**config.mk**
```make
export PLATFORM = sky130hd
export DESIGN_NAME = fpc_front
export DESIGN_NICKNAME = d
export VERILOG_FILES = /design/src/rtl/core/fpc_pkg.sv /design/src/rtl/core/fpc_front.sv
export SDC_FILE = /design/constraint.sdc
export NUM_CORES = 1
export LEC_CHECK = 0
export BUFFER_PORTS_ARGS = -buffer_cell sky130_fd_sc_hd__buf_2
export CELL_PAD_IN_SITES_DETAIL_PLACEMENT = 1
export CELL_PAD_IN_SITES_GLOBAL_PLACEMENT = 1
export CORE_UTILIZATION = 23
export DETAILED_ROUTE_END_ITERATION = 8
export PLACE_DENSITY_LB_ADDON = 0.12
export SYNTH_ARGS = -nofsm -noshare
export SYNTH_HDL_FRONTEND = slang
export SYNTH_SLANG_ARGS = --single-unit
```
**constraint.sdc**
```tcl
create_clock -name vclk -period 2.3
set_clock_uncertainty 0.15 [all_clocks]
set_input_delay 0.46 -clock vclk [all_inputs]
set_output_delay 0.46 -clock vclk [all_outputs]
set_load 0.01 [all_outputs]
```
**src/rtl/core/fpc_pkg.sv**
```systemverilog
// Shared types and constants of the pixel format converter.
// Depends on nothing; every other file in rtl/core refers to it by scoped name.
package fpc_pkg;

  // Geometry
  localparam int unsigned PALETTE_ENTRIES = 256;
  localparam int unsigned SLOT_W          = 8;
  localparam int unsigned QUEUE_DEPTH     = 2;

  // Configuration port
  localparam int unsigned CFG_IDX_W  = 2;
  localparam int unsigned CFG_DATA_W = 9;
  localparam int unsigned BPP_W      = 6;
  localparam int unsigned PCOUNT_W   = 9;

  localparam logic [CFG_IDX_W-1:0] CFG_BPP       = 2'd0;
  localparam logic [CFG_IDX_W-1:0] CFG_PAL_COUNT = 2'd1;

  // Depth codes
  localparam logic [BPP_W-1:0] BPP_X555  = 6'd15;
  localparam logic [BPP_W-1:0] BPP_565   = 6'd16;
  localparam logic [BPP_W-1:0] BPP_RGB24 = 6'd24;
  localparam logic [BPP_W-1:0] BPP_RGB32 = 6'd32;
  localparam logic [BPP_W-1:0] BPP_RESET = BPP_565;

  typedef enum logic [1:0] {
    REQ_PAL_WR = 2'd0,
    REQ_UNPACK = 2'd1,
    REQ_PACK   = 2'd2,
    REQ_NONE   = 2'd3
  } req_e;

  typedef enum logic [1:0] {
    ST_OK    = 2'd0,
    ST_RANGE = 2'd1,
    ST_UNSUP = 2'd2
  } status_e;

  // What the back end has to do with a queued item
  typedef enum logic [1:0] {
    KIND_NONE   = 2'd0,  // result fully formed, channels zero
    KIND_PAL_WR = 2'd1,  // store channels into the palette
    KIND_LOOKUP = 2'd2,  // channels come from the palette
    KIND_DIRECT = 2'd3   // result fully formed in the entry
  } kind_e;

  typedef struct packed {
    kind_e             kind;
    status_e           status;
    logic [31:0]       raw;
    logic [7:0]        red;
    logic [7:0]        green;
    logic [7:0]        blue;
    logic [SLOT_W-1:0] idx;
  } entry_t;

endpackage

```
**src/rtl/core/fpc_front.sv**
```systemverilog
// Front end: takes the command and classifies it into a queue entry.
// Depends on fpc_pkg; feeds fpc_queue.
module fpc_front #(
  parameter int unsigned PaletteEntries = fpc_pkg::PALETTE_ENTRIES
) (
  input  logic                          start_i,
  input  logic                          full_i,
  input  logic [1:0]                    req_type_i,
  input  logic [31:0]                   pixel_raw_i,
  input  logic [7:0]                    red_in_i,
  input  logic [7:0]                    green_in_i,
  input  logic [7:0]                    blue_in_i,
  input  logic [fpc_pkg::SLOT_W-1:0]    palette_slot_i,
  input  logic [fpc_pkg::BPP_W-1:0]     bpp_i,
  input  logic [fpc_pkg::PCOUNT_W-1:0]  pal_count_i,
  output logic                          busy_o,
  output logic                          push_o,
  output fpc_pkg::entry_t               entry_o
);

  logic is15, is16, is_bytes;
  logic idx_ok, slot_ok;

  assign is15     = (bpp_i == fpc_pkg::BPP_X555);
  assign is16     = (bpp_i == fpc_pkg::BPP_565);
  assign is_bytes = (bpp_i == fpc_pkg::BPP_RGB24) || (bpp_i == fpc_pkg::BPP_RGB32);

  assign idx_ok  = (pixel_raw_i < 32'(pal_count_i)) && (pixel_raw_i < 32'(PaletteEntries));
  assign slot_ok = ({1'b0, palette_slot_i} < (fpc_pkg::SLOT_W + 1)'(PaletteEntries));

  assign busy_o = full_i;
  assign push_o = start_i && !full_i;

  always_comb begin
    entry_o        = '0;
    entry_o.kind   = fpc_pkg::KIND_NONE;
    entry_o.status = fpc_pkg::ST_OK;
    case (fpc_pkg::req_e'(req_type_i))
      fpc_pkg::REQ_PAL_WR: begin
        if (slot_ok) begin
          entry_o.kind  = fpc_pkg::KIND_PAL_WR;
          entry_o.red   = red_in_i;
          entry_o.green = green_in_i;
          entry_o.blue  = blue_in_i;
          entry_o.idx   = palette_slot_i;
        end else begin
          entry_o.status = fpc_pkg::ST_RANGE;
        end
      end
      fpc_pkg::REQ_UNPACK: begin
        entry_o.raw = pixel_raw_i;
        if (is15) begin
          // lowest kept bit copied into the vacated low bits
          entry_o.kind  = fpc_pkg::KIND_DIRECT;
          entry_o.red   = {pixel_raw_i[14:10], {3{pixel_raw_i[10]}}};
          entry_o.green = {pixel_raw_i[9:5],   {3{pixel_raw_i[5]}}};
          entry_o.blue  = {pixel_raw_i[4:0],   {3{pixel_raw_i[0]}}};
        end else if (is16) begin
          entry_o.kind  = fpc_pkg::KIND_DIRECT;
          entry_o.red   = {pixel_raw_i[15:11], {3{pixel_raw_i[11]}}};
          entry_o.green = {pixel_raw_i[10:5],  {2{pixel_raw_i[5]}}};
          entry_o.blue  = {pixel_raw_i[4:0],   {3{pixel_raw_i[0]}}};
        end else if (is_bytes) begin
          entry_o.kind  = fpc_pkg::KIND_DIRECT;
          entry_o.red   = pixel_raw_i[7:0];
          entry_o.green = pixel_raw_i[15:8];
          entry_o.blue  = pixel_raw_i[23:16];
        end else if (idx_ok) begin
          entry_o.kind = fpc_pkg::KIND_LOOKUP;
          entry_o.idx  = pixel_raw_i[fpc_pkg::SLOT_W-1:0];
        end else begin
          entry_o.status = fpc_pkg::ST_RANGE;
        end
      end
      fpc_pkg::REQ_PACK: begin
        if (is15) begin
          entry_o.raw = {17'd0, red_in_i[7:3], green_in_i[7:3], blue_in_i[7:3]};
        end else if (is16) begin
          entry_o.raw = {16'd0, red_in_i[7:3], green_in_i[7:2], blue_in_i[7:3]};
        end else if (is_bytes) begin
          entry_o.raw = {8'd0, blue_in_i, green_in_i, red_in_i};
        end else begin
          entry_o.status = fpc_pkg::ST_UNSUP;
        end
      end
      default: begin
        entry_o.kind = fpc_pkg::KIND_NONE;
      end
    endcase
  end

endmodule

```
Yosys cells after proc, flatten, opt, wreduce, memory -nomap -nowiden
Cells that the tools add are included.

Muxes and demuxes: 25. $lt $le $gt $ge: 2. Multiply operators: 0. Bitwise gates (word level): 0. Reductions and logical operators: 5. Div/mod/pow operators: 0. Shift operators: 0. Add/subtract/negate cells: 0. Equal/unequal tests: 6.

Operators by type and width (count): $mux W24 (6); $pmux W32 S2 (2); $lt A32 B9 Y1 (1); $lt A32 B9 Y1 const B (1); $mux W8 (4); $mux W2 (7); $eq A6 B5 Y1 const B (2); $pmux W2 S2 (2); $eq A6 B4 Y1 const B (1); $eq A6 B6 Y1 const B (1); $mux W1 (4); $eq A2 B1 Y1 const B (1); $eq A2 B2 Y1 const B (1); $logic_and A1 B1 Y1 (2); $logic_not A2 Y1 (1); $logic_not A1 Y1 (1); $logic_or A1 B1 Y1 (1).

Logic and storage cells: 38. Register bits after elaboration: 0. Latch bits: 0. Memory bits (writable): 0. Bits of input ports: 83. ROM bits: 0. Memories kept: 0.

Longest topological paths before layout
Depth in word-level cells: 7. Depth in mapped cells: 7. Gate-level depth less buffers: 7.

Least setup slack after synthesis
Ideal clock, no wire load.

Path type: input port to output port. Start point: in pal_count_i[6] (netlist name). End point: out entry_o[0] (netlist name). Path buffers: 0. Setup slack: -0.158 ns. Stages on the path: 7. Arrival time: 1.848 ns. Cell sequence: inv_1 > ha_1 > a21o_1 > a211oi_1 > o21a_1 > o21ai_1 > o31ai_1.

RTL lines: start, declared (RTL line fpc_front.sv:15) `input logic [fpc_pkg::PCOUNT_W-1:0] pal_count_i,`; end, declared (RTL line fpc_front.sv:18) `output fpc_pkg::entry_t entry_o`.

==> impl_metrics.yaml <==
routing:
  vias: 2974
  wire_per_inst_microns: 19.6
  vias_per_cell: 5.76
  first_pass_iters: 8
  routed_wirelength_microns: 10100
  ant_nets: 0
  drc: 8
  dr.first_iter.drc_count: 384
synthesis:
  yosysSeqAreaShare: 0
  synth.avg_cell_area_sq_um: 6.25
  yosys_warnings: 0
  yosysUniqueCellTypes: 40
  syn_nets: 345
  synthCells: 251
  synth.cell_area_sq_mm: 0.00157
final_layout:
  drive_above_1_share: 0.610
  n_fill_cell: 863
  regArea_sq_um: 0
  instances_no_fill: 516
  n_antenna_cell: 0
  syn2layout_area_growth_pct: 117
  final_area_sq_mm: 0.00340
  clock_buffers: 0
  numSequentialCells: 0
  fin_nets: 535
floorplanning:
  start_util: 0.243
  pin_count: 153
  coreArea_sq_mm: 0.00646
  die_width_microns: 84.6
  die-area_sq_mm: 0.00716
  rows: 29
  die_y_microns: 84.6
power_and_ir_drop:
  p_sw_mw: 0.288
  combPwrFrac: 1.000
  p_sw_frac: 0.526
  clkPwrFrac: 0
  internal_power_mw: 0.259
  seqPwrFrac: 0
  p_total_mw: 0.547
  power_density_mw_per_mm2: 161
  leakage_nw: 1.67
  ir_drop_mv: 0.0666
outcome:
  violations: "design-rule violations, negative setup slack"
  outcome: "finished, violations left"
cts:
  cts-hold-fix-buffers: 0
placement:
  dp_hpwl_microns: 7370
  dpl_cell_area_sq_mm: 0.00287
  place_inst: 504
  routabilityCongestion: 0.885
  io_buffers: 153
worst_setup_path:
  crit_required_ns: 1.69
  worst_setup_path_end_kind: "output port"
  cp.arrival_ns: 2.00
  path_max_fanout: 21
  start_kind: "input pin"
  critPathKind: "input pin to output port"
timing:
  fmax_mhz: 383
  hold_violations: 0
  min_period_ns: 2.61
  fin_crit_sh: 1.14
  max-slew-margin-rel: 0.727
  fin_ws_ns: -0.312
  setup_violations: 60
  finalSetupTns_ns: -14.04
  tightest_slew_ns: 0.410
  slew_viol_final: 0
  rsz0062_at_grt: "true"
global_route:
  grt_pass1_vias: 2981
  antenna_found_initial: 0
  grt_usage: 0.262
  grt_first_pass_wirelength_microns: 15200
  overflow: 0
  grt_max_degree: 29
min_path:
  hold_path_class: "input pin to output port"
job:
  cap_viol_max_count: 0
-- critical path, stage by stage --
cell      delay (ns)
buf_6           0.09
or3_4           0.40
nor4b_4         0.25
buf_6           0.25
a222oi_1        0.13
o21ai_1         0.24
buf_2           0.18
-- layout by cell type, fill, tap and decap left out, drive strengths merged, types with 3 or more instances in the layout --
cell type  count
a222oi        17
o21ai         23
o31ai          9
a32oi         11
inv           13
ha            11
a21o           6
and3           9
nand2         43
nor2          13
a31oi          5
buf          215
a32o           3
nand3         16
o22ai          3
nor4           5
a22o          12
-- power groups by stage --
stage          combinational (mW)  sequential, mW  clock (mW)
2_1_floorplan               0.183               0           0
3_3_place_gp                0.444               0           0
3_5_place_dp                0.454               0           0
4_1_cts                     0.508               0           0
5_1_grt                     0.582               0           0
6_report                    0.547               0           0
-- final timing paths --
| path | start | slack (ns) | cells after the start | endpoint |
|---|---|---|---|---|
| max | bpp_i[0] | -0.31 | 7 | entry_o[41] |
| min | full_i | 0.97 | 2 | busy_o |
-- timing repair --
action / in CTS / in global routing
pin swaps: 24 / 21
gates resized for setup: 41 / 37
setup buffers: 7 / 1
hold endpoints to repair: 0 / 0
setup endpoints to repair: 60 / 68
cloned: 4 / 0
-- logic make-up after synthesis --
| group | after synthesis | share of synthesized area |
|---|---|---|
| AOI/OAI and AO/OA | 100 | 0.490 |
| adders and majority gates | 11 | 0.0877 |
| buffers and inverters | 41 | 0.113 |
| and+or+nand+nor | 99 | 0.309 |
-- stage by stage --
| step | util | setup slack, ns | hold WS (ns) |
|---|---|---|---|
| floorplan | - | -0.0321 | 0.816 |
| global placement | 0.445 | -0.537 | 0.969 |
| detailed placement | 0.445 | -0.537 | 0.972 |
| CTS | 0.500 | -0.292 | 0.972 |
| global route | 0.527 | -0.352 | 0.987 |
| finish | 0.527 | -0.312 | 0.970 |
-- cell type report --
type | count | area [sq um] | share of cell area
multi-input combinational | 211 | 1750 | 0.515
tap | 77 | 96.3 | 0.0283
inverter | 13 | 53.8 | 0.0158
timing repair buffer | 215 | 1500 | 0.441
-- layer usage --
layer  share of wire  track usage  vias to the layer above
met5               0            0                        -
met4           0.019       0.0524                        0
met3           0.065       0.0305                       13
met2            0.50        0.475                      148
met1            0.41        0.334                     1439
li1                -            -                     1374
-- synth_stat cells --
cell type   n  area [sq um]
nand2_1    43           161
clkbuf_1   20          75.1
o21ai_0    20           100
a222oi_1   17           170
nand3_1    16          80.1
inv_1      13          48.8
nor2_1     13          48.8
a22o_1     12           105
a32oi_1    11          96.3
ha_1       11           138
and3_1      9          56.3
o31ai_1     9          67.6
a21o_1      6          45.0
a31oi_1     5          31.3
nor4_1      5          31.3
buf_2       4          20.0
a32o_1      3          30.0
buf_4       3          22.5
o22ai_1     3          18.8
a211oi_1    2          15.0
a221oi_1    2          17.5
a22oi_1     2          15.0
nand4_1     2          12.5
o21a_1      2          15.0
o21ai_1     2          10.0
or2_1       2          12.5
a2111oi_0   1          8.76
a21oi_1     1          5.00
a21oi_2     1          8.76
and2_1      1          6.26
and4_1      1          8.76
buf_6       1          11.3
nand2b_1    1          6.26
nand3b_1    1          7.51
nor2b_1     1          6.26
nor3_1      1          5.00
nor3b_1     1          7.51
nor4b_4     1          23.8
o2111ai_1   1          8.76
or3_4       1          11.3
No activity file was read; power rests on OpenSTA's default activity.
