### src/rtl/core/fpc_pkg.sv
// Shared types and constants of the pixel format converter.
// Depends on nothing; every other file in rtl/core refers to it by scoped name.
package fpc_pkg;

  // Geometry
  localparam int unsigned PALETTE_ENTRIES = 256;
  localparam int unsigned SLOT_W          = 8;
  localparam int unsigned QUEUE_DEPTH     = 2;

  // Configuration port
  localparam int unsigned CFG_IDX_W  = 2;
  localparam int unsigned CFG_DATA_W = 9;
  localparam int unsigned BPP_W      = 6;
  localparam int unsigned PCOUNT_W   = 9;

  localparam logic [CFG_IDX_W-1:0] CFG_BPP       = 2'd0;
  localparam logic [CFG_IDX_W-1:0] CFG_PAL_COUNT = 2'd1;

  // Depth codes
  localparam logic [BPP_W-1:0] BPP_X555  = 6'd15;
  localparam logic [BPP_W-1:0] BPP_565   = 6'd16;
  localparam logic [BPP_W-1:0] BPP_RGB24 = 6'd24;
  localparam logic [BPP_W-1:0] BPP_RGB32 = 6'd32;
  localparam logic [BPP_W-1:0] BPP_RESET = BPP_565;

  typedef enum logic [1:0] {
    REQ_PAL_WR = 2'd0,
    REQ_UNPACK = 2'd1,
    REQ_PACK   = 2'd2,
    REQ_NONE   = 2'd3
  } req_e;

  typedef enum logic [1:0] {
    ST_OK    = 2'd0,
    ST_RANGE = 2'd1,
    ST_UNSUP = 2'd2
  } status_e;

  // What the back end has to do with a queued item
  typedef enum logic [1:0] {
    KIND_NONE   = 2'd0,  // result fully formed, channels zero
    KIND_PAL_WR = 2'd1,  // store channels into the palette
    KIND_LOOKUP = 2'd2,  // channels come from the palette
    KIND_DIRECT = 2'd3   // result fully formed in the entry
  } kind_e;

  typedef struct packed {
    kind_e             kind;
    status_e           status;
    logic [31:0]       raw;
    logic [7:0]        red;
    logic [7:0]        green;
    logic [7:0]        blue;
    logic [SLOT_W-1:0] idx;
  } entry_t;

endpackage

### src/rtl/core/fpc_queue.sv
// Short FIFO of classified entries between front and back end.
// Depends on fpc_pkg for the entry type and depth.
module fpc_queue (
  input  logic            clk_i,
  input  logic            rst_ni,
  input  logic            push_i,
  input  fpc_pkg::entry_t entry_i,
  input  logic            pop_i,
  output logic            full_o,
  output logic            empty_o,
  output fpc_pkg::entry_t entry_o
);

  localparam int unsigned PtrW = (fpc_pkg::QUEUE_DEPTH > 1) ? $clog2(fpc_pkg::QUEUE_DEPTH) : 1;
  localparam int unsigned CntW = $clog2(fpc_pkg::QUEUE_DEPTH + 1);

  fpc_pkg::entry_t      slots_q [fpc_pkg::QUEUE_DEPTH];
  logic [PtrW-1:0]      wr_ptr_q, wr_ptr_d, rd_ptr_q, rd_ptr_d;
  logic [CntW-1:0]      count_q, count_d;

  assign full_o  = (count_q == CntW'(fpc_pkg::QUEUE_DEPTH));
  assign empty_o = (count_q == '0);
  assign entry_o = slots_q[rd_ptr_q];

  function automatic logic [PtrW-1:0] wrap_inc(logic [PtrW-1:0] p);
    wrap_inc = (p == PtrW'(fpc_pkg::QUEUE_DEPTH - 1)) ? '0 : p + 1'b1;
  endfunction

  always_comb begin
    wr_ptr_d = push_i ? wrap_inc(wr_ptr_q) : wr_ptr_q;
    rd_ptr_d = pop_i  ? wrap_inc(rd_ptr_q) : rd_ptr_q;
    count_d  = count_q + CntW'(push_i) - CntW'(pop_i);
  end

  always_ff @(posedge clk_i or negedge rst_ni) begin
    if (!rst_ni) begin
      wr_ptr_q <= '0;
      rd_ptr_q <= '0;
      count_q  <= '0;
    end else begin
      wr_ptr_q <= wr_ptr_d;
      rd_ptr_q <= rd_ptr_d;
      count_q  <= count_d;
    end
  end

  always_ff @(posedge clk_i) begin
    if (push_i) begin
      slots_q[wr_ptr_q] <= entry_i;
    end
  end

`ifndef ASSERT_OFF
  a_count_bound: assert property (@(posedge clk_i) disable iff (!rst_ni)
    count_q <= CntW'(fpc_pkg::QUEUE_DEPTH))
    else $error("queue occupancy beyond depth");
  a_no_pop_empty: assert property (@(posedge clk_i) disable iff (!rst_ni)
    pop_i |-> !empty_o)
    else $error("queue popped while empty");
`endif

endmodule

### config.mk
export PLATFORM = sky130hd
export DESIGN_NAME = fpc_queue
export DESIGN_NICKNAME = d
export VERILOG_FILES = /design/src/rtl/core/fpc_pkg.sv /design/src/rtl/core/fpc_queue.sv
export SDC_FILE = /design/constraint.sdc
export NUM_CORES = 1
export LEC_CHECK = 0
export ABC_CLOCK_PERIOD_IN_PS = 5800
export BUFFER_PORTS_ARGS = -buffer_cell sky130_fd_sc_hd__buf_2
export CELL_PAD_IN_SITES_DETAIL_PLACEMENT = 0
export CELL_PAD_IN_SITES_GLOBAL_PLACEMENT = 1
export CORE_ASPECT_RATIO = 1.4
export CORE_UTILIZATION = 47
export DETAILED_ROUTE_END_ITERATION = 8
export PLACE_DENSITY = 0.9
export REMOVE_ABC_BUFFERS = 1
export SLEW_MARGIN = 10
export SYNTH_ARGS = -nofsm -noshare
export SYNTH_HDL_FRONTEND = slang
export SYNTH_SLANG_ARGS = --single-unit
### constraint.sdc
create_clock -name clk_i -period 5.8 [get_ports clk_i]
set_input_delay 0.87 -clock clk_i [delete_from_list [all_inputs] [get_ports clk_i]]
set_output_delay 0.87 -clock clk_i [all_outputs]
set_load 0.05 [all_outputs]
### Word-level counts from Yosys, hierarchy flattened

Memory sizes are Yosys's and may differ from the RTL's.
Cells that the tools add are included.

* add/subtract/negate cells: 4
* equal/unequal tests: 1
* muxes and demuxes: 4
* reductions and logical operators: 1

Operators by type and width (count)
* 1-bit two-way mux: 4
* 1-bit adder (second input constant): 2
* 2-bit by 1-bit adder with 2-bit output: 1
* 2-bit == test (second input constant): 1
* 2-bit logical NOT: 1
* 2-bit by 1-bit subtractor with 2-bit output: 1

* register bits: 4
* RAM bits: 136
* input bits: 72
* output and inout port bits: 70
* logic and storage cells: 14
* memories: 1

Memories
* slots_q: depth 2, bits a word 68, read ports 1, clocked after Yosys merged registers in 0, write ports 1, line fpc_queue.sv:17 `fpc_pkg::entry_t slots_q [fpc_pkg::QUEUE_DEPTH];`

### Longest topological paths before layout

Gate-level depths: netlist of run 1.

* depth in word-level cells: 2
* depth in mapped cells: 5
* gate-level depth less buffers: 5

### Worst setup path before layout of run 1

Ideal clock, no wire load.

* kind: input port to flip-flop
* from: input port push_i
* to: memory slots_q[0][0] in the netlist's numbering (enable)
* setup time: 0.503 ns
* data arrival time: 3.855 ns
* required time: 5.297 ns
* path slack: 1.442 ns
* stages on the path: 1
* path buffers: 0
* path through: nor2b_1

* longest elaborated chain between the ends: 2

Ends and longest elaborated chain
* start: declaration: line fpc_queue.sv:6 `input logic push_i,`
* 1-bit two-way mux: line fpc_queue.sv:48 `if (push_i) begin`
* 1-bit two-way mux (not written as such): line fpc_queue.sv:49 `slots_q[wr_ptr_q] <= entry_i;`
* end: declaration: line fpc_queue.sv:17

No other way between the ends.

==> out/qor.yml, run 1 <==
yosys:
  synth_edf_count: 136
  syn_area_per_cell_um2: 22.7
  synth-seq-area-share: 0.813
  async_flop_share: 0.0286
  synth_ff_type: "edfxtp_1"
  synth_cells: 227
  netlist.area_leader.share: 0.794
  ys_warn_count: 0
  ys_top_cells_by_count: "edfxtp_1, mux2_2, mux2_4, buf_2, dfrtp_1"
  synth_area_leader_cell: "edfxtp_1"
  yosysMostFrequentCell: "edfxtp_1"
  yosys_register_bits: 140
  yosysUniqueCellTypes: 14
  syn_area_um2: 5150
  synth.area.top_cells: "edfxtp_1, mux2_2, mux2_4"
worst_setup_path:
  critical_path_class: "reg2out"
  timing.critical_path.slowest_cell_delay_ps: 1060
  arrival_ps: 2150
  endpoint_kind: "output port"
  path_max_fanout: 69
  crit_chain: "mux2_2 > buf_2"
  start_kind: "flop"
  crit_path_start: "rd_ptr_q"
  r2r-end: "slots_q[0][11]"
  reg2reg_depth: 2
  crit_required_ps: 4930
  crit_slowest_cell: "dfrtp_4"
  r2r-start: "wr_ptr_q"
  r2r_slack_ps: 3840
  crit_path_end: "entry_o[31]"
finish:
  layout-drive-gt1-share: 0.611
  diodes: 0
  nets: 454
  multi_input_area_um2: 902
  area_delta_synth_final_pct: 27.7
  regArea_um2: 4190
  nFillCells: 756
clocking:
  cts_root_buf: "clkbuf_16"
  clockBufferDepth: 2
  clock_sinks: 140
  cts_tree: "built"
  path_clk_slew_ps: 50
  cts_hold_buf: 0
  cts-resized-gates: 0
  cts_setup_buffers: 0
  numCtsBuffers: 17
  insertion_delay_ps: 400
  htree_levels: 4
die:
  core.rowCount: 44
  fp.dieW_um: 90.4
  initial_utilization: 0.489
  core_um2: 10500
  die_area_um2: 11400
  dieHeight_um: 126
  io_pins: 142
drt:
  drc: 0
  route.vias.total: 2590
  dr.first_iter.drc_count: 112
  totalWireLength_um: 8630
  via_per_inst: 4.88
  drt_first_pass_iters: 4
  routedWlPerCell_um: 16.2
  antenna_left: 0
global_routing:
  grt-ovfl-total: 0
  grt.total_usage: 0.159
  grt_max_degree: 70
  first_global_vias: 2782
  antenna_found_initial: 0
  grt_pass1_wl_um: 13500
pwr:
  clkPwrFrac: 0.267
  p_per_area_nw_per_um2: 603
  vdd.ir_drop.worst_v: 0.000416
  p_total_uw: 3960
  p_seq_frac: 0.377
  pwr-share-comb: 0.356
  leakage_uw: 0.00255
  netSwitchingPower_uw: 1500
  intPower_uw: 2460
  p_sw_frac: 0.379
timing:
  clock_skew_ps: 6.17
  rsz0062_at_grt: "false"
  fmax_mhz: 331
  maxSlewHeadroom: 0.347
  period_needed_ps: 3020
  slew_violations: 0
  finalSetupViolCount: 0
  report.final.hold_viol_count: 0
  fin_crit_sh: 0.521
  worst_slew_pin_slew_ps: 980
  fin_tns_setup_ps: 0
min_path:
  min_path_type: "in2async"
placement:
  port_buffers: 141
  gp_congestion: 0.689
  hpwl_um: 5440
run_status:
  outcome: "complete, no violations"
job:
  max_cap_violations: 0
final cells by class:
class / count / share of cell area
Timing Repair Buffer: 142 / 0.109
Inverter: 2 / 0.00114
Multi-Input combinational cell: 77 / 0.137
Tap cell: 138 / 0.0263
Clock buffer: 24 / 0.0718
Clock inverter: 8 / 0.0179
Sequential cell: 140 / 0.637
stage by stage:
step	hold slack [ps]	util	setup slack [ps]	cells	instance area (um^2)
3_3_place_gp	527	0.569	3190	499	5980
6_report	270	0.625	2780	531	6570
3_5_place_dp	550	0.569	3180	499	5980
5_1_grt	259	0.625	2670	531	6570
2_1_floorplan	453	-	1440	219	5080
4_1_cts	259	0.625	2750	531	6570
flip-flops by register name (all words and copies together) (netlist names):
signal / cells
count_q: 2
rd_ptr_q: 1
slots_q: 136
wr_ptr_q: 1
layout by cell type (no fill, tap or decap), drive strengths merged:
cell	n
and2	1
buf	142
bufinv	3
clkbuf	24
clkinv	4
clkinvlp	1
dfrtp	4
edfxtp	136
ha	2
inv	2
mux2	68
nor2	1
nor2b	2
xor2	2
xor3	1
worst min-delay path by stage:
stage | startpoint | to | slack [ps] | cells past startpoint
5_1_grt | rst_ni | rd_ptr_q | 260 | 1
6_report | rst_ni | rd_ptr_q | 270 | 1
2_1_floorplan | wr_ptr_q | wr_ptr_q | 450 | 1
3_3_place_gp | wr_ptr_q | wr_ptr_q | 530 | 1
4_1_cts | rst_ni | count_q[1] | 260 | 1
3_5_place_dp | wr_ptr_q | wr_ptr_q | 550 | 1
worst max-delay path: cells and delay by family, from the launching register on:
| kind | cells | cell delay [ps] |
|---|---|---|
| flip-flops | 1 | 1060 |
| multiplexers | 1 | 420 |
| buffers and inverters | 1 | 210 |
cell families (layout without fill, tap and decap cells):
group	Yosys count	in the layout	share of synthesized area
XOR/XNOR	3	3	0.00802
adder cells (fa/ha/maj)	2	2	0.00486
buffers and inverters	10	176	0.0136
flip-flops	140	140	0.813
multiplexers	68	68	0.156
AND/OR/NAND/NOR	4	4	0.00438
routing by layer:
metal	vias up	global-route usage	wire (um)
met4	0	0.0787	232
met5	-	0	0
met3	17	0.0537	453
li1	1205	-	-
met1	1275	0.167	3200
met2	93	0.282	4740
power by group through the flow:
stage          Clock [uW]  Sequential [uW]  Combinational (uW)
3_3_place_gp            0             1510                1410
3_5_place_dp            0             1520                1420
4_1_cts              1080             1500                1420
2_1_floorplan           0             1480                1150
5_1_grt              1110             1530                1460
6_report             1060             1490                1410
(Power assumes the default switching activity.)
==> inputs of run 2 (changes only) <==
--- a/config.mk
+++ b/config.mk
@@ -5,14 +5,15 @@
 export SDC_FILE = /design/constraint.sdc
 export NUM_CORES = 1
 export LEC_CHECK = 0
-export ABC_CLOCK_PERIOD_IN_PS = 5800
+export ABC_AREA = 1
+export ABC_CLOCK_PERIOD_IN_PS = 2850
 export BUFFER_PORTS_ARGS = -buffer_cell sky130_fd_sc_hd__buf_2
 export CELL_PAD_IN_SITES_DETAIL_PLACEMENT = 0
 export CELL_PAD_IN_SITES_GLOBAL_PLACEMENT = 1
 export CORE_ASPECT_RATIO = 1.4
-export CORE_UTILIZATION = 47
+export CORE_UTILIZATION = 41
 export DETAILED_ROUTE_END_ITERATION = 8
-export PLACE_DENSITY = 0.9
+export PLACE_DENSITY = 0.84
 export REMOVE_ABC_BUFFERS = 1
 export SLEW_MARGIN = 10
 export SYNTH_ARGS = -nofsm -noshare
==> constraint.sdc (replaced) <==
create_clock -name clk_i -period 2.85 [get_ports clk_i]
set_input_delay 0.4275 -clock clk_i [delete_from_list [all_inputs] [get_ports clk_i]]
set_output_delay 0.4275 -clock clk_i [all_outputs]
set_load 0.05 [all_outputs]
==> run 2 against run 1 <==
Effect of this change: cell area rose by 1.8%; utilization fell by 8.5 points; setup slack got worse by 2400 ps; critical endpoint is now entry_o[4]; largest cell class unchanged.
==> out/qor.yml, run 2 <==
timing:
  report.final.hold_viol_count: 0  # unchanged
  timing.hold.ws_ps: 208  # -62.8 ps
  fin_crit_sh: 0.853
  slew_violations: 0  # unchanged
  clock_skew_ps: 4.92  # -1.25 ps
  period_needed_ps: 2430
  maxSlewHeadroom: 0.577  # +0.230
  fmax_mhz: 411
  finalSetupViolCount: 0  # unchanged
  rsz0062_at_grt: "false"
  worst_slew_pin_slew_ps: 635  # -345 ps
finish:
  reg.largest.list: "slots_q x136, count_q x2"
  regMostFlops: "slots_q"
  final_cell_mix: "buf_2, edfxtp_1, inv_1, nand2_1, o21ai_1"
  largest_reg_flops: 136  # unchanged
  finalInstanceArea_um2: 6690  # +1.8%
  layout.cells.most_common: "buf_2"
  area_delta_synth_final_pct: 27.6  # about the same
  nets: 606  # +33%
  final_util: 0.541  # -0.0845
  layout-drive-gt1-share: 0.325  # -0.286
worst_setup_path:
  crit_path_start: "rd_ptr_q"
  reg2reg_depth: 2  # unchanged
  endpoint_kind: "output port"
  path_max_fanout: 53  # -23%
  critical_path_class: "reg2out"
  r2r-end: "slots_q[0][64]"
  r2r_slack_ps: 1380  # -2460 ps
  start_kind: "flop"
  crit_required_ps: 2420  # -2510 ps
  arrival_ps: 2000  # -150 ps
  r2r-start: "wr_ptr_q"
die:
  die_area_um2: 13200  # +16%
  initial_utilization: 0.424  # -0.0659
  core.rowCount: 48  # +9.1%
  io_pins: 142  # unchanged
  core_um2: 12400  # +18%
  dieHeight_um: 136  # +7.9%
  fp.dieW_um: 97.5  # +7.9%
yosys:
  ys_warn_count: 0  # unchanged
  syn_area_um2: 5240  # +1.8%
  ys_top_cells_by_count: "edfxtp_1, inv_1, nand2_1, o21ai_1, buf_4"
  synth_ff_type: "edfxtp_1"
  yosysUniqueCellTypes: 12  # -2
  syn_area_per_cell_um2: 13.8  # -39%
  synth_area_leader_cell: "edfxtp_1"
  yosysMostFrequentCell: "edfxtp_1"
  synth.area.top_cells: "edfxtp_1, o21ai_1, inv_1"
  synth_edf_count: 136  # unchanged
  netlist.area_leader.share: 0.779  # -0.0142
  yosys_register_bits: 140  # unchanged
  synth_cells: 380  # +67%
  synth-seq-area-share: 0.798  # -0.0146
  async_flop_share: 0.0286  # unchanged
pwr:
  intPower_uw: 4690  # +91%
  vdd.ir_drop.worst_v: 0.000687  # +65%
  p_sw_frac: 0.438  # +0.0585
  p_per_area_nw_per_um2: 1250  # +110%
  clkPwrFrac: 0.244  # -0.023
  pwr-share-comb: 0.403  # +0.047
  netSwitchingPower_uw: 3650  # +140%
  p_seq_frac: 0.353  # -0.024
  leakage_uw: 0.00288  # +13%
drt:
  drt_first_pass_iters: 4  # unchanged
  antenna_left: 0  # unchanged
  drc: 0  # unchanged
  route.vias.total: 3182  # +23%
  totalWireLength_um: 9460  # +9.6%
  via_per_inst: 4.57  # -6.3%
  routedWlPerCell_um: 13.6  # -16%
  dr.first_iter.drc_count: 113  # +0.89%
clocking:
  clock_sinks: 140  # unchanged
  numCtsBuffers: 17  # unchanged
  clockBufferDepth: 2  # unchanged
  cts_hold_buf: 1  # +1
  cts-resized-gates: 0  # unchanged
  cts_tree: "built"
  cts_root_buf: "clkbuf_16"
  cts_setup_buffers: 0  # unchanged
  path_clk_slew_ps: 60  # about the same
  insertion_delay_ps: 410  # about the same
  htree_levels: 4  # unchanged
job:
  max_cap_violations: 0  # unchanged
run_status:
  outcome: "complete, no violations"
min_path:
  min_path_type: "in2reg"
  whs_path_depth: 1
  hold_path_startpoint: "entry_i[43]"
  hold_end: "slots_q[0][43]"
placement:
  gp_congestion: 0.709  # +3.0%
  hpwl_um: 6580  # +21%
  placed_area_um2: 6120  # +2.2%
  port_buffers: 141  # unchanged
global_routing:
  antenna_found_initial: 1  # +1
  grt_max_degree: 56  # -20%
  grt.total_usage: 0.149  # -0.00931
  grt_pass1_wl_um: 14700  # +9.2%
  grt-ovfl-total: 0  # unchanged
  first_global_vias: 3134  # +13%
-- run 2: changes by cell type after synthesis, moves of 9 or more --
cell     previous run  this run
buf_4               0         9
inv_1               2        75
mux2_2             58         0
mux2_4             10         0
nand2_1             0        74
o21ai_1             0        62
-- run 2: cell type report --
| cell class | count | area (um^2) |
|---|---|---|
| clock inverters | 14 | 129 |
| well taps | 150 | 188 |
| flip-flops and latches | 140 | 4190 |
| clock buffers | 18 | 429 |
| repair buffers | 148 | 786 |
| diodes | 1 | 2.50 |
| fillers | 1030 | 5680 |
| multi-input cells | 150 | 684 |
| inverters | 75 | 282 |
-- run 2: kinds of logic (layout without fill, tap and decap cells) --
logic type | Yosys count | after routing | share of synthesized area
xor gates and xnor gates | 2 | 2 | 0.00334
AOI/OAI and AO/OA | 68 | 68 | 0.0649
other | 0 | 1 | 0
buffers and inverters | 90 | 255 | 0.0723
adders and majority gates | 2 | 2 | 0.00477
and+or+nand+nor | 78 | 78 | 0.0561
DFF | 140 | 140 | 0.798
-- run 2: how the worst max path moves through the flow --
stage / endpoint / cells after the start / slack [ps]
3_5_place_dp: entry_o[12] / 4 / 820
6_report: entry_o[4] / 4 / 420
2_1_floorplan: entry_o[57] / 1 / -1120
3_3_place_gp: entry_o[49] / 4 / 840
5_1_grt: entry_o[56] / 4 / 220
4_1_cts: entry_o[12] / 4 / 370
-- run 2: power groups by stage --
stage	registers, uW	logic (uW)	clock network [uW]
6_report	2950	3360	2040
5_1_grt	3000	3560	2170
4_1_cts	2960	3410	2090
3_5_place_dp	3000	3400	0
3_3_place_gp	2980	3370	0
2_1_floorplan	3060	2490	0
-- run 2: metal layers --
metal / track usage / share of wire / vias up
met5: 0 / 0 / -
met4: 0.0948 / 0.032 / 0
met3: 0.0464 / 0.045 / 22
met2: 0.266 / 0.55 / 82
met1: 0.151 / 0.37 / 1496
li1: - / - / 1582
-- run 2: metrics by stage --
stage,setup TNS (ps),worst slack [ps],power [uW],std cells
5_1_grt,0,221,8730,695
2_1_floorplan,-120770,-1120,5550,365
3_3_place_gp,0,838,6340,662
6_report,0,418,8340,696
3_5_place_dp,0,816,6400,662
4_1_cts,0,371,8450,695
-- run 2: critical path, cell delays in order, from the launching register on --
cell     delay, ps
dfrtp_4        770
buf_4          370
nand2_1         80
o21ai_1         80
buf_2          270
==> inputs of run 3 (changes only) <==
--- a/config.mk
+++ b/config.mk
@@ -14,6 +14,7 @@
 export CORE_UTILIZATION = 41
 export DETAILED_ROUTE_END_ITERATION = 8
 export PLACE_DENSITY = 0.84
+export RECOVER_POWER = 25
 export REMOVE_ABC_BUFFERS = 1
 export SLEW_MARGIN = 10
 export SYNTH_ARGS = -nofsm -noshare
==> constraint.sdc (replaced) <==
create_clock -name clk_i -period 2.85 [get_ports clk_i]
set_input_delay 0.57 -clock clk_i [delete_from_list [all_inputs] [get_ports clk_i]]
set_output_delay 0.57 -clock clk_i [all_outputs]
set_load 0.05 [all_outputs]
==> run 3 against run 2 <==
Effect of this change: hold slack improved by 140 ps; cell area increased by 0.71%; non-clock buffer count increased by 1; count of clock-buffer cells in the layout decreased by 1; flip-flop and latch count unchanged; clock power increased by 13%; critical path type unchanged; largest cell class unchanged.
==> out/qor.yml, run 3 (same netlist as run 2, synthesis figures left out) <==
clocking:
  htree_levels: 4  # unchanged
  cts-resized-gates: 0  # unchanged
  insertion_delay_ps: 400  # about the same
  clockBufferDepth: 2  # unchanged
  path_clk_slew_ps: 60  # about the same
  cts_tree: "built"
  cts_root_buf: "clkbuf_16"
  numCtsBuffers: 17  # unchanged
  cts_setup_buffers: 0  # unchanged
  cts_hold_buf: 1  # unchanged
  clock_sinks: 140  # unchanged
placement:
  hpwl_um: 6620  # +0.66%
  gp_congestion: 0.741  # +4.5%
  port_buffers: 141  # unchanged
finish:
  largest_reg_flops: 136  # unchanged
  regMostFlops: "slots_q"
  layout-drive-gt1-share: 0.308  # -0.0171
  reg.largest.list: "slots_q x136, count_q x2"
  final_cell_mix: "edfxtp_1, buf_2, inv_1, nand2_1, o21ai_1"
  layout.cells.most_common: "edfxtp_1"
  diodes: 0  # -1
  nets: 607  # +0.17%
  final_util: 0.544  # +0.00384
  area_delta_synth_final_pct: 28.5
die:
  initial_utilization: 0.424  # unchanged
  io_pins: 142  # unchanged
  die_area_um2: 13200  # unchanged
  fp.dieW_um: 97.5  # unchanged
  core_um2: 12400  # unchanged
  core.rowCount: 48  # unchanged
  dieHeight_um: 136  # unchanged
drt:
  dr.first_iter.drc_count: 114  # +0.88%
  drc: 0  # unchanged
  via_per_inst: 4.53  # -0.82%
  drt_first_pass_iters: 4  # unchanged
  route.vias.total: 3156  # -0.82%
  routedWlPerCell_um: 13.6  # +0.33%
  antenna_left: 0  # unchanged
  totalWireLength_um: 9490  # +0.33%
worst_setup_path:
  crit_chain: "buf_12 > nand2_1 > o21ai_0 > buf_2"
  crit_slowest_cell: "dfrtp_4"
  timing.critical_path.slowest_cell_delay_ps: 780  # about the same
  arrival_ps: 2010  # about the same
  critical_path_class: "reg2out"
  crit_required_ps: 2280  # -140 ps
  start_kind: "flop"
  path_max_fanout: 56  # +5.7%
  endpoint_kind: "output port"
timing:
  clock_skew_ps: 5.46  # +0.546 ps
  report.final.hold_viol_count: 0  # unchanged
  maxSlewHeadroom: 0.628  # +0.0516
  fmax_mhz: 387  # -5.8%
  finalSetupViolCount: 0  # unchanged
  timing.hold.ws_ps: 352  # +144 ps
  rsz0062_at_grt: "false"
  slew_violations: 0  # unchanged
  fin_crit_sh: 0.906  # +0.0525
  fin_tns_setup_ps: 0  # unchanged
  period_needed_ps: 2580  # +149 ps
  worst_slew_pin_slew_ps: 558  # -77.4 ps
job:
  max_cap_violations: 0  # unchanged
pwr:
  vdd.ir_drop.worst_v: 0.000630  # -8.3%
  leakage_uw: 0.00290  # +0.57%
  p_per_area_nw_per_um2: 1280  # +2.3%
global_routing:
  first_global_vias: 3038  # -3.1%
  antenna_found_initial: 0  # -1
  grt.total_usage: 0.150  # +0.000576
  grt_max_degree: 57  # +1.8%
  grt_pass1_wl_um: 14800  # +0.94%
  grt-ovfl-total: 0  # unchanged
min_path:
  min_path_type: "in2reg"
run_status:
  outcome: "complete, no violations"
## run 3: final timing paths
check	from	to	slack (ps)	depth (start not counted)
max in group asynchronous	rst_ni	rd_ptr_q	2210	2
hold / removal	entry_i[19]	slots_q[1][19]	350	1
setup reg to reg	rd_ptr_q	rd_ptr_q	1500	2
setup / recovery	rd_ptr_q	entry_o[64]	270	4
min in group asynchronous	rst_ni	count_q[1]	500	2
hold reg to reg	wr_ptr_q	wr_ptr_q	550	1
## run 3: final cells by class
class / instances / area (um^2)
fill: 1035 / 5640
inverter: 75 / 282
tap: 150 / 188
multi-input combinational: 150 / 684
clock inverter: 15 / 201
timing repair buffer: 149 / 767
sequential: 140 / 4190
clock buffer: 17 / 425
## run 3: metal layers
| metal | share of wire | GRT usage |
|---|---|---|
| met4 | 0.013 | 0.0735 |
| met2 | 0.57 | 0.270 |
| met5 | 0 | 0 |
| met1 | 0.37 | 0.159 |
| met3 | 0.048 | 0.0454 |
## run 3: power breakdown
| group | total, uW | switching, uW | internal [uW] |
|---|---|---|---|
| logic | 3350 | 2670 | 679 |
| registers | 2950 | 214 | 2740 |
| clock network | 2300 | 765 | 1530 |
| total | 8600 | 3650 | 4950 |
## run 3: per-stage QoR
step,setup WS (ps),area [um^2],std cells,total power [uW]
finish,269,6740,696,8600
global route,68.4,6740,696,8990
CTS,210,6750,696,8700
detailed placement,653,6110,663,6390
global placement,676,6110,663,6320
floorplan,-1270,5140,365,5550
## run 3: critical path, delay by kind of cell, from the launching register on
family | cells | cell delay (ps)
buffers and inverters | 2 | 630
flip-flops | 1 | 780
AND/OR/NAND/NOR | 1 | 70
AO/OA/AOI/OAI | 1 | 110
